--- config.mk ---
export PLATFORM = sky130hd
export DESIGN_NAME = per_type_event_rate_limiter
export DESIGN_NICKNAME = d
export VERILOG_FILES = /design/src/perl_pkg.sv /design/src/perl_ram.sv /design/src/per_type_event_rate_limiter.sv
export SDC_FILE = /design/constraint.sdc
export NUM_CORES = 2
export LEC_CHECK = 0
export BUFFER_PORTS_ARGS = -buffer_cell sky130_fd_sc_hd__buf_2
export CAP_MARGIN = 20
export CORE_ASPECT_RATIO = 1.1
export CORE_MARGIN = 3
export CORE_UTILIZATION = 60
export CTS_CLUSTER_DIAMETER = 40
export CTS_CLUSTER_SIZE = 40
export DETAILED_ROUTE_END_ITERATION = 8
export GPL_TIMING_DRIVEN = 0
export HOLD_SLACK_MARGIN = 0.12
export PLACE_DENSITY = 0.78
export SKIP_CTS_REPAIR_TIMING = 1
export SYNTH_ARGS = -nofsm -noshare
export SYNTH_HDL_FRONTEND = slang
export SYNTH_SLANG_ARGS = --single-unit
--- constraint.sdc ---
create_clock -name clk -period 24.1 [get_ports clk]
set_clock_uncertainty 0.1 [all_clocks]
set_input_delay 3.615 -clock clk [delete_from_list [all_inputs] [get_ports clk]]
set_output_delay 3.615 -clock clk [all_outputs]
set_load 0.01 [all_outputs]
--- src/perl_pkg.sv ---
// Package for the per-type event rate limiter.
// Holds opcodes, strategy codes, the per-type state record and helpers.
// No dependencies.
`default_nettype none
package perl_pkg;

	localparam int unsigned TIME_W   = 48;
	localparam int unsigned SPAN_W   = 26;
	localparam int unsigned MS_TO_US = 1000;
	localparam int unsigned QENT_W   = 51;

	typedef enum logic [1:0] {
		OP_EVENT     = 2'd0,
		OP_POP       = 2'd1,
		OP_CLEAR_TYP = 2'd2,
		OP_CLEAR_ALL = 2'd3
	} op_t;

	typedef enum logic [2:0] {
		ST_IMMEDIATE = 3'd0,
		ST_DEBOUNCE  = 3'd1,
		ST_THROTTLE  = 3'd2,
		ST_QUEUE     = 3'd3,
		ST_MERGE     = 3'd4,
		ST_COOLDOWN  = 3'd5,
		ST_DROP_A    = 3'd6,
		ST_DROP_B    = 3'd7
	} strat_t;

	typedef enum logic [2:0] {
		CFG_STRATEGY = 3'd0,
		CFG_IVL_LO   = 3'd1,
		CFG_IVL_HI   = 3'd2,
		CFG_WIN_LO   = 3'd3,
		CFG_WIN_HI   = 3'd4,
		CFG_QLIMIT   = 3'd5,
		CFG_TAP      = 3'd6,
		CFG_NONE     = 3'd7
	} cfg_idx_t;

	typedef struct packed {
		logic [15:0] rcv;
		logic [15:0] prc;
		logic [15:0] drp;
		logic [15:0] mrg;
	} stats_t;

	typedef struct packed {
		logic [TIME_W-1:0] emit_time;
		logic [TIME_W-1:0] trig_time;
		logic              pend_valid;
		logic [31:0]       pend_payload;
		logic [15:0]       pend_tally;
		stats_t            stats;
	} type_ent_t;

	typedef struct packed {
		logic [15:0] cnt;
		logic [31:0] payload;
		logic [2:0]  typ;
	} qent_t;

	function automatic logic [15:0] sat_inc(input logic [15:0] v);
		sat_inc = (v == 16'hFFFF) ? v : v + 16'd1;
	endfunction

	function automatic logic reached(input logic [TIME_W-1:0] now,
			input logic [TIME_W-1:0] last, input logic [SPAN_W-1:0] span);
		reached = (now >= last) && ((now - last) >= TIME_W'(span));
	endfunction

endpackage
`default_nettype wire

--- src/perl_ram.sv ---
// Generic single-write, single-read synchronous RAM with registered read.
// No dependencies.
`default_nettype none
module perl_ram #(
	parameter int unsigned W = 8,
	parameter int unsigned D = 2
) (
	input  wire logic                 clk,
	input  wire logic                 we,
	input  wire logic [$clog2(D)-1:0] waddr,
	input  wire logic [W-1:0]         wdata,
	input  wire logic [$clog2(D)-1:0] raddr,
	output logic      [W-1:0]         rdata
);
	logic [W-1:0] mem_q [D];

	always_ff @(posedge clk) begin
		if (we) begin
			mem_q[waddr] <= wdata;
		end
		rdata <= mem_q[raddr];
	end
endmodule
`default_nettype wire

--- src/per_type_event_rate_limiter.sv ---
// Per-type event rate limiter top level; uses perl_pkg and perl_ram.
// Events, pop and clear-all pass through the exec state, which registers the results and done;
// clear-by-type then walks the queue RAM in alternating read and check states.
// A new command is taken only while idle; busy is high while a command is in flight.
// Reset clears configuration, per-type valid bits and queue pointers at once; RAM
// contents of types never written read as zero. Results cannot be stalled.
`default_nettype none
module per_type_event_rate_limiter #(
	parameter int unsigned TYPE_COUNT  = 8,
	parameter int unsigned QUEUE_DEPTH = 16
) (
	input  wire logic        clk,
	input  wire logic        arst_n,
	input  wire logic        cfg_wen,
	input  wire logic [2:0]  cfg_addr,
	input  wire logic [63:0] cfg_data,
	input  wire logic        start,
	output logic             busy,
	input  wire logic [1:0]  op,
	input  wire logic [2:0]  event_type,
	input  wire logic [47:0] now_us,
	input  wire logic [31:0] payload,
	input  wire logic [15:0] tap_count_in,
	output logic             done,
	output logic             emitted,
	output logic [2:0]       out_type,
	output logic [31:0]      out_payload,
	output logic [15:0]      out_count,
	output logic [4:0]       queue_level,
	output logic [15:0]      recv_total,
	output logic [15:0]      release_total,
	output logic [15:0]      drop_total,
	output logic [15:0]      merge_total,
	output logic             in_cooldown
);
	import perl_pkg::*;

	localparam int unsigned TW = $clog2(TYPE_COUNT);
	localparam int unsigned QW = $clog2(QUEUE_DEPTH);
	localparam int unsigned CW = $clog2(QUEUE_DEPTH + 1);
	localparam int unsigned EW = $bits(type_ent_t);

	typedef enum logic [3:0] {
		S_IDLE   = 4'b0001,
		S_EXEC   = 4'b0010,
		S_CLR_RD = 4'b0100,
		S_CLR_CK = 4'b1000
	} state_t;

	function automatic logic [QW-1:0] qwrap(input logic [QW-1:0] a, input logic [CW-1:0] b);
		logic [QW:0] s;
		s = {1'b0, a} + (QW+1)'(b);
		if (s >= (QW+1)'(QUEUE_DEPTH)) begin
			s = s - (QW+1)'(QUEUE_DEPTH);
		end
		qwrap = s[QW-1:0];
	endfunction

	state_t state_q;
	logic [23:0]  strat_map_q;
	logic [127:0] ivl_q, win_q;
	logic [39:0]  qlim_map_q;
	logic [2:0]   tap_q;
	logic [TYPE_COUNT-1:0] tvalid_q;
	logic [QW-1:0] qhead_q;
	logic [CW-1:0] qcount_q, walk_i_q, walk_n_q;

	logic [1:0]        op_s1;
	logic [2:0]        typ_s1;
	logic [TIME_W-1:0] now_s1;
	logic [31:0]       pl_s1;
	logic [15:0]       cnt_s1;
	logic              inr_s1, tap_s1;
	logic [2:0]        strat_s1;
	logic [SPAN_W-1:0] iv_s1, win_s1;
	logic [4:0]        lim_s1;

	logic accept;
	logic in_range;
	logic [4:0] lim_raw;

	assign busy   = (state_q != S_IDLE);
	assign accept = start && !busy;
	assign in_range = ({1'b0, event_type} < 4'(TYPE_COUNT));
	assign lim_raw = qlim_map_q[5*event_type +: 5];

	// type RAM
	logic            t_we;
	type_ent_t       t_wdata, t_rdata, ent, ent_n;
	logic [EW-1:0]   t_rraw;
	assign t_rdata = type_ent_t'(t_rraw);

	perl_ram #(.W(EW), .D(TYPE_COUNT)) u_type_ram (
		.clk(clk), .we(t_we), .waddr(typ_s1[TW-1:0]), .wdata(t_wdata),
		.raddr(event_type[TW-1:0]), .rdata(t_rraw)
	);

	// queue RAM
	logic          q_we;
	logic [QW-1:0] q_waddr, q_raddr;
	qent_t         q_wdata, q_rdata;
	logic [QENT_W-1:0] q_rraw;
	assign q_rdata = qent_t'(q_rraw);

	perl_ram #(.W(QENT_W), .D(QUEUE_DEPTH)) u_queue_ram (
		.clk(clk), .we(q_we), .waddr(q_waddr), .wdata(q_wdata),
		.raddr(q_raddr), .rdata(q_rraw)
	);

	assign q_raddr = (state_q == S_CLR_RD) ? qwrap(qhead_q, walk_i_q) : qhead_q;

	// evaluate one command
	logic  ok, do_push, do_pop, ev_go;
	qent_t cur_e, out_e;
	logic  cool_n;

	always_comb begin
		ent     = (inr_s1 && tvalid_q[typ_s1[TW-1:0]]) ? t_rdata : '0;
		ent_n   = ent;
		ok      = 1'b0;
		do_push = 1'b0;
		do_pop  = 1'b0;
		cur_e   = '{cnt: cnt_s1, payload: pl_s1, typ: typ_s1};
		out_e   = cur_e;
		ev_go   = (op_s1 == OP_EVENT) && inr_s1;
		if (ev_go) begin
			ent_n.stats.rcv = sat_inc(ent.stats.rcv);
			case (strat_t'(strat_s1))
				ST_IMMEDIATE: ok = 1'b1;
				ST_DEBOUNCE: begin
					if (iv_s1 == '0) begin
						ent_n.pend_valid = 1'b0;
						ok = 1'b1;
					end else begin
						if (ent.pend_valid && reached(now_s1, ent.trig_time, iv_s1)) begin
							out_e = '{cnt: ent.pend_tally, payload: ent.pend_payload,
								typ: typ_s1};
							ok = 1'b1;
						end
						ent_n.pend_valid   = 1'b1;
						ent_n.pend_payload = pl_s1;
						ent_n.pend_tally   = cnt_s1;
						ent_n.trig_time    = now_s1;
					end
				end
				ST_THROTTLE, ST_COOLDOWN: begin
					ok = reached(now_s1, ent.emit_time, iv_s1) ||
						((iv_s1 == '0) && (now_s1 < ent.emit_time) &&
						((ent.emit_time - now_s1) < TIME_W'(MS_TO_US)));
				end
				ST_QUEUE: begin
					if (5'(qcount_q) < lim_s1) begin
						do_push = 1'b1;
						if ((iv_s1 == '0) || reached(now_s1, ent.emit_time, iv_s1)) begin
							do_pop = 1'b1;
							ok = 1'b1;
							if (qcount_q != '0) begin
								out_e = q_rdata;
							end
						end
					end
				end
				ST_MERGE: begin
					if (win_s1 == '0) begin
						ent_n.pend_valid = 1'b0;
						ok = 1'b1;
					end else if (ent.pend_valid && !reached(now_s1, ent.trig_time, win_s1)) begin
						if (tap_s1) begin
							ent_n.pend_tally = ent.pend_tally + 16'd1;
						end
						ent_n.stats.mrg = sat_inc(ent.stats.mrg);
						ent_n.trig_time = now_s1;
					end else if (ent.pend_valid) begin
						out_e = '{cnt: ent.pend_tally, payload: ent.pend_payload,
							typ: typ_s1};
						ent_n.pend_valid = 1'b0;
						ok = 1'b1;
					end else begin
						ent_n.pend_valid   = 1'b1;
						ent_n.pend_payload = pl_s1;
						ent_n.pend_tally   = cnt_s1;
						ent_n.trig_time    = now_s1;
					end
				end
				default: ok = 1'b0;
			endcase
			if (ok) begin
				ent_n.stats.prc = sat_inc(ent.stats.prc);
				ent_n.emit_time = now_s1;
			end else begin
				ent_n.stats.drp = sat_inc(ent.stats.drp);
			end
		end else if (op_s1 == OP_POP) begin
			if (qcount_q != '0) begin
				do_pop = 1'b1;
				ok     = 1'b1;
				out_e  = q_rdata;
			end
		end
		cool_n = inr_s1 && !reached(now_s1, ent_n.emit_time, iv_s1);
	end

	assign t_we    = (state_q == S_EXEC) && ev_go;
	assign t_wdata = ent_n;

	always_comb begin
		q_we    = 1'b0;
		q_waddr = qwrap(qhead_q, qcount_q);
		q_wdata = cur_e;
		if (state_q == S_EXEC) begin
			q_we = do_push;
		end else if ((state_q == S_CLR_CK) && (q_rdata.typ != typ_s1)) begin
			q_we    = 1'b1;
			q_waddr = qwrap(qhead_q, walk_n_q);
			q_wdata = q_rdata;
		end
	end

	always_ff @(posedge clk or negedge arst_n) begin
		if (!arst_n) begin
			strat_map_q <= '0;
			ivl_q       <= '0;
			win_q       <= '0;
			qlim_map_q  <= '0;
			tap_q       <= '0;
		end else if (cfg_wen) begin
			case (cfg_idx_t'(cfg_addr))
				CFG_STRATEGY: strat_map_q <= cfg_data[23:0];
				CFG_IVL_LO:   ivl_q[63:0] <= cfg_data;
				CFG_IVL_HI:   ivl_q[127:64] <= cfg_data;
				CFG_WIN_LO:   win_q[63:0] <= cfg_data;
				CFG_WIN_HI:   win_q[127:64] <= cfg_data;
				CFG_QLIMIT:   qlim_map_q <= cfg_data[39:0];
				CFG_TAP:      tap_q <= cfg_data[2:0];
				default: ;
			endcase
		end
	end

	always_ff @(posedge clk) begin
		if (accept) begin
			op_s1    <= op;
			typ_s1   <= event_type;
			now_s1   <= now_us;
			pl_s1    <= payload;
			cnt_s1   <= tap_count_in;
			inr_s1   <= in_range;
			tap_s1   <= (event_type == tap_q);
			strat_s1 <= strat_map_q[3*event_type +: 3];
			iv_s1    <= SPAN_W'(ivl_q[16*event_type +: 16]) * SPAN_W'(MS_TO_US);
			win_s1   <= SPAN_W'(win_q[16*event_type +: 16]) * SPAN_W'(MS_TO_US);
			lim_s1   <= (lim_raw > 5'(QUEUE_DEPTH)) ? 5'(QUEUE_DEPTH) : lim_raw;
		end
	end

	always_ff @(posedge clk or negedge arst_n) begin
		if (!arst_n) begin
			state_q  <= S_IDLE;
			tvalid_q <= '0;
			qhead_q  <= '0;
			qcount_q <= '0;
			walk_i_q <= '0;
			walk_n_q <= '0;
			done     <= 1'b0;
		end else begin
			done <= 1'b0;
			case (state_q)
				S_IDLE: begin
					if (accept) begin
						state_q <= S_EXEC;
					end
				end
				S_EXEC: begin
					if (t_we) begin
						tvalid_q[typ_s1[TW-1:0]] <= 1'b1;
					end
					if (op_s1 == OP_CLEAR_ALL) begin
						qhead_q  <= '0;
						qcount_q <= '0;
					end else begin
						if (do_pop) begin
							qhead_q <= qwrap(qhead_q, CW'(1));
						end
						qcount_q <= qcount_q + CW'(do_push) - CW'(do_pop);
					end
					if (op_s1 == OP_CLEAR_TYP) begin
						walk_i_q <= '0;
						walk_n_q <= '0;
						state_q  <= S_CLR_RD;
					end else begin
						done    <= 1'b1;
						state_q <= S_IDLE;
					end
				end
				S_CLR_RD: begin
					if (walk_i_q == qcount_q) begin
						qcount_q <= walk_n_q;
						done     <= 1'b1;
						state_q  <= S_IDLE;
					end else begin
						state_q <= S_CLR_CK;
					end
				end
				S_CLR_CK: begin
					if (q_rdata.typ != typ_s1) begin
						walk_n_q <= walk_n_q + CW'(1);
					end
					walk_i_q <= walk_i_q + CW'(1);
					state_q  <= S_CLR_RD;
				end
				default: state_q <= S_IDLE;
			endcase
		end
	end

	logic [CW-1:0] level_n;
	always_comb begin
		if (op_s1 == OP_CLEAR_ALL) begin
			level_n = '0;
		end else begin
			level_n = qcount_q + CW'(do_push) - CW'(do_pop);
		end
	end

	always_ff @(posedge clk) begin
		if (state_q == S_EXEC) begin
			emitted       <= ok;
			out_type      <= ok ? out_e.typ : 3'd0;
			out_payload   <= ok ? out_e.payload : 32'd0;
			out_count     <= ok ? out_e.cnt : 16'd0;
			queue_level   <= 5'(level_n);
			recv_total    <= ent_n.stats.rcv;
			release_total <= ent_n.stats.prc;
			drop_total    <= ent_n.stats.drp;
			merge_total   <= ent_n.stats.mrg;
			in_cooldown   <= cool_n;
		end else if ((state_q == S_CLR_RD) && (walk_i_q == qcount_q)) begin
			queue_level <= 5'(walk_n_q);
		end
	end

	a_count_bound: assert property (@(posedge clk) disable iff (!arst_n)
		qcount_q <= CW'(QUEUE_DEPTH))
		else $error("queue occupancy above depth");

	a_accept_busy: assert property (@(posedge clk) disable iff (!arst_n)
		accept |=> busy)
		else $error("busy not raised after transfer");

	a_done_one: assert property (@(posedge clk) disable iff (!arst_n)
		done |=> !done)
		else $error("result strobe longer than one cycle");

	a_walk_bound: assert property (@(posedge clk) disable iff (!arst_n)
		(state_q == S_CLR_CK) |-> (walk_n_q <= walk_i_q) && (walk_i_q < qcount_q))
		else $error("clear walk out of bounds");

endmodule
`default_nettype wire
# Yosys cells after proc, flatten, opt, wreduce, memory -nomap -nowiden
# Memory sizes are Yosys's and may differ from the RTL's. A register that Yosys moved wholly into a read port is not among the register bits.
# Cells that the tools add are included.
classes:
  addsub: 21
  multipliers: 4
  order_cmp: 17
  eq_ne: 30
  shifts: 4
  muxes: 91
  n_bitwise: 1
  reduce_logical: 41
ops:
  columns: ["operator", "count"]
  rows:
  - ["2-to-1 mux 51 bit", 12]
  - ["2-to-1 mux 209 bit", 2]
  - ["2-to-1 mux 48 bit", 8]
  - ["indexed part select 128 x 8 -> 16 bit", 2]
  - ["one-hot mux 97 bit (2 select lines)", 1]
  - ["greater-or-equal comparator 48 x 26 -> 1 bit", 4]
  - ["subtractor 48 bit", 4]
  - ["2-to-1 mux 16 bit", 11]
  - ["one-hot mux 51 bit (3 select lines)", 1]
  - ["greater-or-equal comparator 48 bit", 3]
  - ["adder 16 x 1 -> 16 bit (second input constant)", 5]
  - ["== test 16 bit (second input constant)", 4]
  - ["zero test 26 bit", 2]
  - ["less-than comparator 48 x 10 -> 1 bit (second input constant)", 1]
  - ["less-than comparator 48 bit", 1]
  - ["multiplier 16 x 7 -> 23 bit (second input constant)", 2]
  - ["2-to-1 mux 4 bit", 11]
  - ["indexed part select 40 x 7 -> 5 bit", 1]
  - ["2-to-1 mux 33 bit", 1]
  - ["2-to-1 mux 5 bit", 6]
  - ["one-hot mux 5 bit (2 select lines)", 3]
  - ["2-to-1 mux 1 bit", 29]
  - ["indexed part select 24 x 6 -> 3 bit", 1]
  - ["AND reduction 2 bit", 11]
  - ["other kinds (44)", 83]
word_totals:
  regBits: 633
  ramBits: 2488
  inputBits: 172
  out_inout_bits: 124
  wordCells: 245
  memories: 2
mem_list:
  columns: ["name", "depth", "width", "rd", "rd_clocked_by_memory_dff", "write_ports", "line", "source"]
  rows:
  - ["u_type_ram.mem_q", 8, 209, 1, 1, 1, "perl_ram.sv:15", "logic [W-1:0] mem_q [D];"]
  - ["u_queue_ram.mem_q", 16, 51, 1, 1, 1, "perl_ram.sv:15", null]

# Depth between registers and ports, before layout
depth:
  depth_word: 18
  ltp_mapped: 64
  mapped_depth_nobuf: 56

# Hierarchy
# Synthesis repeated with hierarchy kept, for this count alone.
unflattened:
  hier_cells: 9324
  hier_area_um2: 150151.5
modules_own_cells:
  columns: ["mod", "n_inst", "cells_each", "area_per_inst_um2", "seq_area_each_um2"]
  rows:
  - ["perl_ram at u_type_ram", 1, 2637, 66746.5, 54392.2]
  - ["per_type_event_rate_limiter", 1, 5367, 51793.4, 17232.8]
  - ["perl_ram at u_queue_ram", 1, 1320, 31611.6, 25524.5]

# Worst setup path before layout
# Ideal clock, no wire load.
synth_path:
  kind: "flip-flop to flip-flop"
  from: "register state_q[3]"
  to: "register tvalid_q[4]"
  setup_ns: 0.156
  arrival_ns: 20.134
  required_ns: 23.844
  slack_ns: 3.709
  path_stages_with_launch: 8
  n_path_buf: 1
  period_less_slack_ns: 20.391
  path_cell_list: "dfrtp_1 nor2_1 nand3b_1 inv_1 clkbuf_1 nand3_1 nor3_1 or2_2"
synth_between:
  elab_chain_cells: 3
synth_rtl:
  columns: ["item", "line", "source"]
  rows:
  - ["start: declaration", "per_type_event_rate_limiter.sv:59", "state_t state_q;"]
  - ["start signal: assignment", "per_type_event_rate_limiter.sv:258", "state_q <= S_IDLE;"]
  - ["start signal: assignment", "per_type_event_rate_limiter.sv:270", "state_q <= S_EXEC;"]
  - ["start signal: assignment", "per_type_event_rate_limiter.sv:289", "state_q <= S_CLR_RD;"]
  - ["== test 4 x 2 -> 1 bit *", "per_type_event_rate_limiter.sv:203, per_type_event_rate_limiter.sv:267", null]
  - ["logical AND 1 bit", "per_type_event_rate_limiter.sv:203", "assign t_we = (state_q == S_EXEC) && ev_go;"]
  - ["AND reduction 2 bit (no line) *", null, null]
  - ["end signal: assignment", "per_type_event_rate_limiter.sv:259", "tvalid_q <= '0;"]
  - ["end signal: indexed assignment", "per_type_event_rate_limiter.sv:275", "tvalid_q[typ_s1[TW-1:0]] <= 1'b1;"]
  - ["end: declaration", "per_type_event_rate_limiter.sv:64", "logic [TYPE_COUNT-1:0] tvalid_q;"]
# Every way passes the cells marked *; elsewhere a longest branch is shown, timed or not.
# A chain may end at the register's enable or synchronous reset.

# Worst setup path after layout
layout_path:
  from: "register typ_s1[2]"
  to: "register in_cooldown (data pin)"
layout_between:
  elab_chain_cells: 18
  elab_cells_between_ends: 39
  classes_between: "4 x add/sub; 9 x order compare; 14 x mux; 12 x reduce/logical"
layout_rtl:
  columns: ["item", "line", "source"]
  rows:
  - ["start: declaration", "per_type_event_rate_limiter.sv:69", "logic [2:0] typ_s1;"]
  - ["start signal: assignment", "per_type_event_rate_limiter.sv:243", "typ_s1 <= event_type;"]
  - ["binary-select mux 1 bit (select 3 bit) *", "per_type_event_rate_limiter.sv:118", "ent = (inr_s1 && tvalid_q[typ_s1[TW-1:0]]) ? t_rdata : '0;"]
  - ["2-to-1 mux 1 bit (implied by the code) *", "per_type_event_rate_limiter.sv:118", null]
  - ["2-to-1 mux 209 bit *", "per_type_event_rate_limiter.sv:118", null]
  - ["subtractor 48 bit", "perl_pkg.sv:69", "reached = (now >= last) && ((now - last) >= TIME_W'(span));"]
  - ["greater-or-equal comparator 48 x 26 -> 1 bit", "perl_pkg.sv:69", null]
  - ["logical AND 1 bit", "perl_pkg.sv:69", null]
  - ["zero test 1 bit", "per_type_event_rate_limiter.sv:167", "end else if (ent.pend_valid && !reached(now_s1, ent.trig_time, win_s1)) begin"]
  - ["logical AND 1 bit", "per_type_event_rate_limiter.sv:167", null]
  - ["[... 3 more ...]", null, null]
  - ["2-to-1 mux 1 bit", "per_type_event_rate_limiter.sv:126", "if (ev_go) begin"]
  - ["2-to-1 mux 48 bit", "per_type_event_rate_limiter.sv:187", "if (ok) begin"]
  - ["2-to-1 mux 209 bit *", "per_type_event_rate_limiter.sv:126", null]
  - ["subtractor 48 bit", "perl_pkg.sv:69", null]
  - ["greater-or-equal comparator 48 x 26 -> 1 bit", "perl_pkg.sv:69", null]
  - ["logical AND 1 bit *", "perl_pkg.sv:69", null]
  - ["zero test 1 bit *", "per_type_event_rate_limiter.sv:200", "cool_n = inr_s1 && !reached(now_s1, ent_n.emit_time, iv_s1);"]
  - ["via cool_n", "per_type_event_rate_limiter.sv:115", "logic cool_n;"]
  - ["end signal: assignment", "per_type_event_rate_limiter.sv:336", "in_cooldown <= cool_n;"]
  - ["end: declaration", "per_type_event_rate_limiter.sv:34", "output logic in_cooldown"]
# Mark *: on every way through the listed nets, which the timed path passes. The rest lies on a longest branch. The select of a mux whose other input is x is not followed.

==> impl_metrics.yaml <==
timing:
  max_freq_mhz: 46.1
  hold_viol: 0
  max_slew.worst_pin.slew_ns: 1.29
  setup_viol: 0
  period_share_pct: 90.0
  rsz0062_at_grt: "no"
  slew_violations: 0
  min_period_ns: 21.69
  finalWorstSetupSlack_ns: 2.41
  hold-worst-slack_ns: 0.370
  slew_headroom_pct: 14.1
place:
  globalplace.congestion: 1.01
  dp_worst_setup_slack_ns: 3.19
  post-place-cells: 13866
  portBuffers: 293
  dpl.hpwl_um: 352000
synth:
  async_flop_share_pct: 10.5
  synth_edf_count: 2766
  syn-cell-area_um2: 152000
  synthCells: 10053
  ys_types: 106
  synth_fp_nets: 10754
  ys_seq_area_share_pct: 63.7
  ys_ff_latch: 3381
  yosysWarnings: 0
  avgSynthCellArea_um2: 15.2
  synth-main-ff-cell: "edfxtp_1"
clock_network:
  numCtsBuffers: 383
  htree_levels: 5
  cts.sinks: 3381
  cts_tree: "done"
  cts.path.max_buffers: 4
  path_clk_slew_ns: 0.07
  cts-root-buf: "clkbuf_16"
  insertion_delay_ns: 0.95
global_route:
  met2_usage_pct: 58.8
  overflow: 0
  grt_use_met1_pct: 50.5
  grt_use_met3_pct: 7.83
  grt_pass1_wl_um: 703000
  grt_pass1_vias: 99201
  grt_usage_pct: 37.6
  antenna_found_initial: 37
  grt_max_degree: 115
  gr-max-usage-layer: "met2"
die:
  die_h_um: 535
  coreArea_um2: 252000
  io_pins: 296
  die_width_um: 487
  start_util_pct: 60.5
  dieArea_um2: 260000
  rows: 193
route:
  dr.pass1.iters: 9
  num_vias: 99463
  routed_via_density: 6.80
  drt_iter0_drc: 13120
  wl_per_cell_um: 33.8
  drc: 3
  wl_um: 494000
  ant_nets: 0
setup_path:
  required_ns: 24.68
  critPathMaxFanout: 10
  reg2reg_slack_ns: 2.41
  crit_top_cell: "o21ai_0"
  criticalPathCategory: "reg2reg"
  startpoint_type: "register"
  slowest_stage: "clkbuf_1"
  crit_arrival_ns: 22.27
  crit_start: "typ_s1[2]"
  timing.rr.start: "typ_s1[2]"
  slowest_delay_ns: 0.90
  endpoint_kind: "register"
layout:
  syn_to_final_growth_pct: 14.9
  nNetsFinal: 11666
  layout.cells.non_filler: 14623
  drive_gt1_share_pct: 22.2
  n_fill_cell: 16036
power_and_ir_drop:
  vdd_drop_max_mv: 0.173
  static-leakage-power_uw: 0.0621
  power_density_nw_per_um2: 123
outcome:
  outcome: "complete, but fails checks"
  violations: "DRC"
flow_run:
  cap_violations: 0
worst_hold_path:
  min_from: "tvalid_q[0]"
  worstHoldPathType: "reg2reg"
cell usage in the layout (no fill, tap or decap), drive strengths merged, types with 306 or more instances in the layout:
cell type / netlist / routed
nor2: 306 / 306
mux2: 620 / 620
a21oi: 486 / 486
ha: 416 / 416
clkbuf: 395 / 834
dfrtp: 354 / 354
o21ai: 359 / 359
inv: 367 / 473
mux4: 549 / 549
edfxtp: 2766 / 2766
buf: 126 / 645
nand2: 733 / 733
worst max-delay path, delay by kind of cell (launching register included):
| family | cells | cell delay [ns] |
|---|---|---|
| AOI/OAI and AO/OA | 27 | 9.03 |
| xor gates and xnor gates | 2 | 0.32 |
| adders and majority gates | 4 | 1.05 |
| buffers and inverters | 13 | 6.13 |
| DFF | 1 | 0.32 |
| and+or+nand+nor | 17 | 4.34 |
cells in the mapped netlist, drive strengths merged (56+ instances only):
library cell,n,area share [%]
fa,113,1.5
dfxtp,260,3.4
a211oi,196,0.98
mux2i,246,1.6
clkbuf,395,0.97
inv,367,0.90
mux2,620,4.6
nand2,733,1.8
a21oi,486,1.6
nor2,306,0.76
dfrtp,354,5.8
o21ai,359,1.2
nand3,95,0.31
edfxtp,2766,54
a31oi,98,0.41
and2,141,0.58
a311oi,59,0.34
a22oi,102,0.50
xnor2,133,0.76
a21o,105,0.52
buf,126,0.35
ha,416,3.4
xor2,81,0.47
nand4,107,0.44
nor3,81,0.28
a21boi,62,0.31
o21a,56,0.28
mux4,549,8.1
worst paths after layout:
kind	endpoint	depth (start not counted)
worst max-delay path	in_cooldown	63
min in group asynchronous	win_q[88]	1
worst min register to register	tvalid_q[0]	1
worst max register to register	in_cooldown	63
max in group asynchronous	ivl_q[2]	3
worst min-delay path	tvalid_q[0]	1
stage by stage:
step | TNS (ns) | area, um^2 | power [uW] | util (%)
2_1_floorplan | 0 | 152000 | 12900 | -
3_3_place_gp | -6940.54 | 158000 | 15200 | 62.7
3_5_place_dp | 0 | 162000 | 15400 | 64.1
4_1_cts | 0 | 175000 | 21400 | 69.3
5_1_grt | 0 | 175000 | 22500 | 69.5
6_report | 0 | 175000 | 21600 | 69.5
routing by layer:
metal  share of wire [%]  vias up
li1                    -    41070
met1                  37    50512
met2                  47     6522
met3                  10     1337
met4                 6.1       22
met5               0.030        -
state kept, by name, summed over array words and instances (netlist names), 8 cells and up:
| register | flops |
|---|---|
| release_total | 16 |
| ivl_q | 128 |
| drop_total | 16 |
| cnt_s1 | 16 |
| iv_s1 | 23 |
| strat_map_q | 24 |
| out_count | 16 |
| merge_total | 16 |
| u_queue_ram.rdata | 51 |
| win_q | 128 |
| recv_total | 16 |
| tvalid_q | 8 |
| out_payload | 32 |
| u_queue_ram.mem_q | 816 |
| u_type_ram.rdata | 209 |
| now_s1 | 48 |
| u_type_ram.mem_q | 1672 |
| win_s1 | 23 |
| qlim_map_q | 40 |
| pl_s1 | 32 |
final cells by class:
type	count	area [um^2]	area share [%]
Tap cell	3315	4150	2.37
Clock inverter	281	3220	1.84
Timing Repair Buffer	527	5110	2.92
Antenna cell	16	40.0	0.0229
Inverter	368	1380	0.788
Clock buffer	431	10000	5.72
Sequential cell	3381	97100	55.5
Multi-Input combinational cell	5783	52100	29.7
Buffer	521	2030	1.16
report_power, final:
group	internal, uW	switching (uW)	total [uW]
clock network	3390	2590	5990
logic	2940	4990	7930
registers	7250	388	7630
total	13600	7970	21600
cell families after synthesis:
family,count (synthesis),share of synthesized area [%]
AOI/OAI and AO/OA,1878,8.13
buffers and inverters,889,2.23
and+or+nand+nor,1747,5.46
DFF,3381,63.7
xor gates and xnor gates,214,1.23
muxes,1415,14.3
adders and majority gates,529,4.90
(Power assumes the default switching activity.)
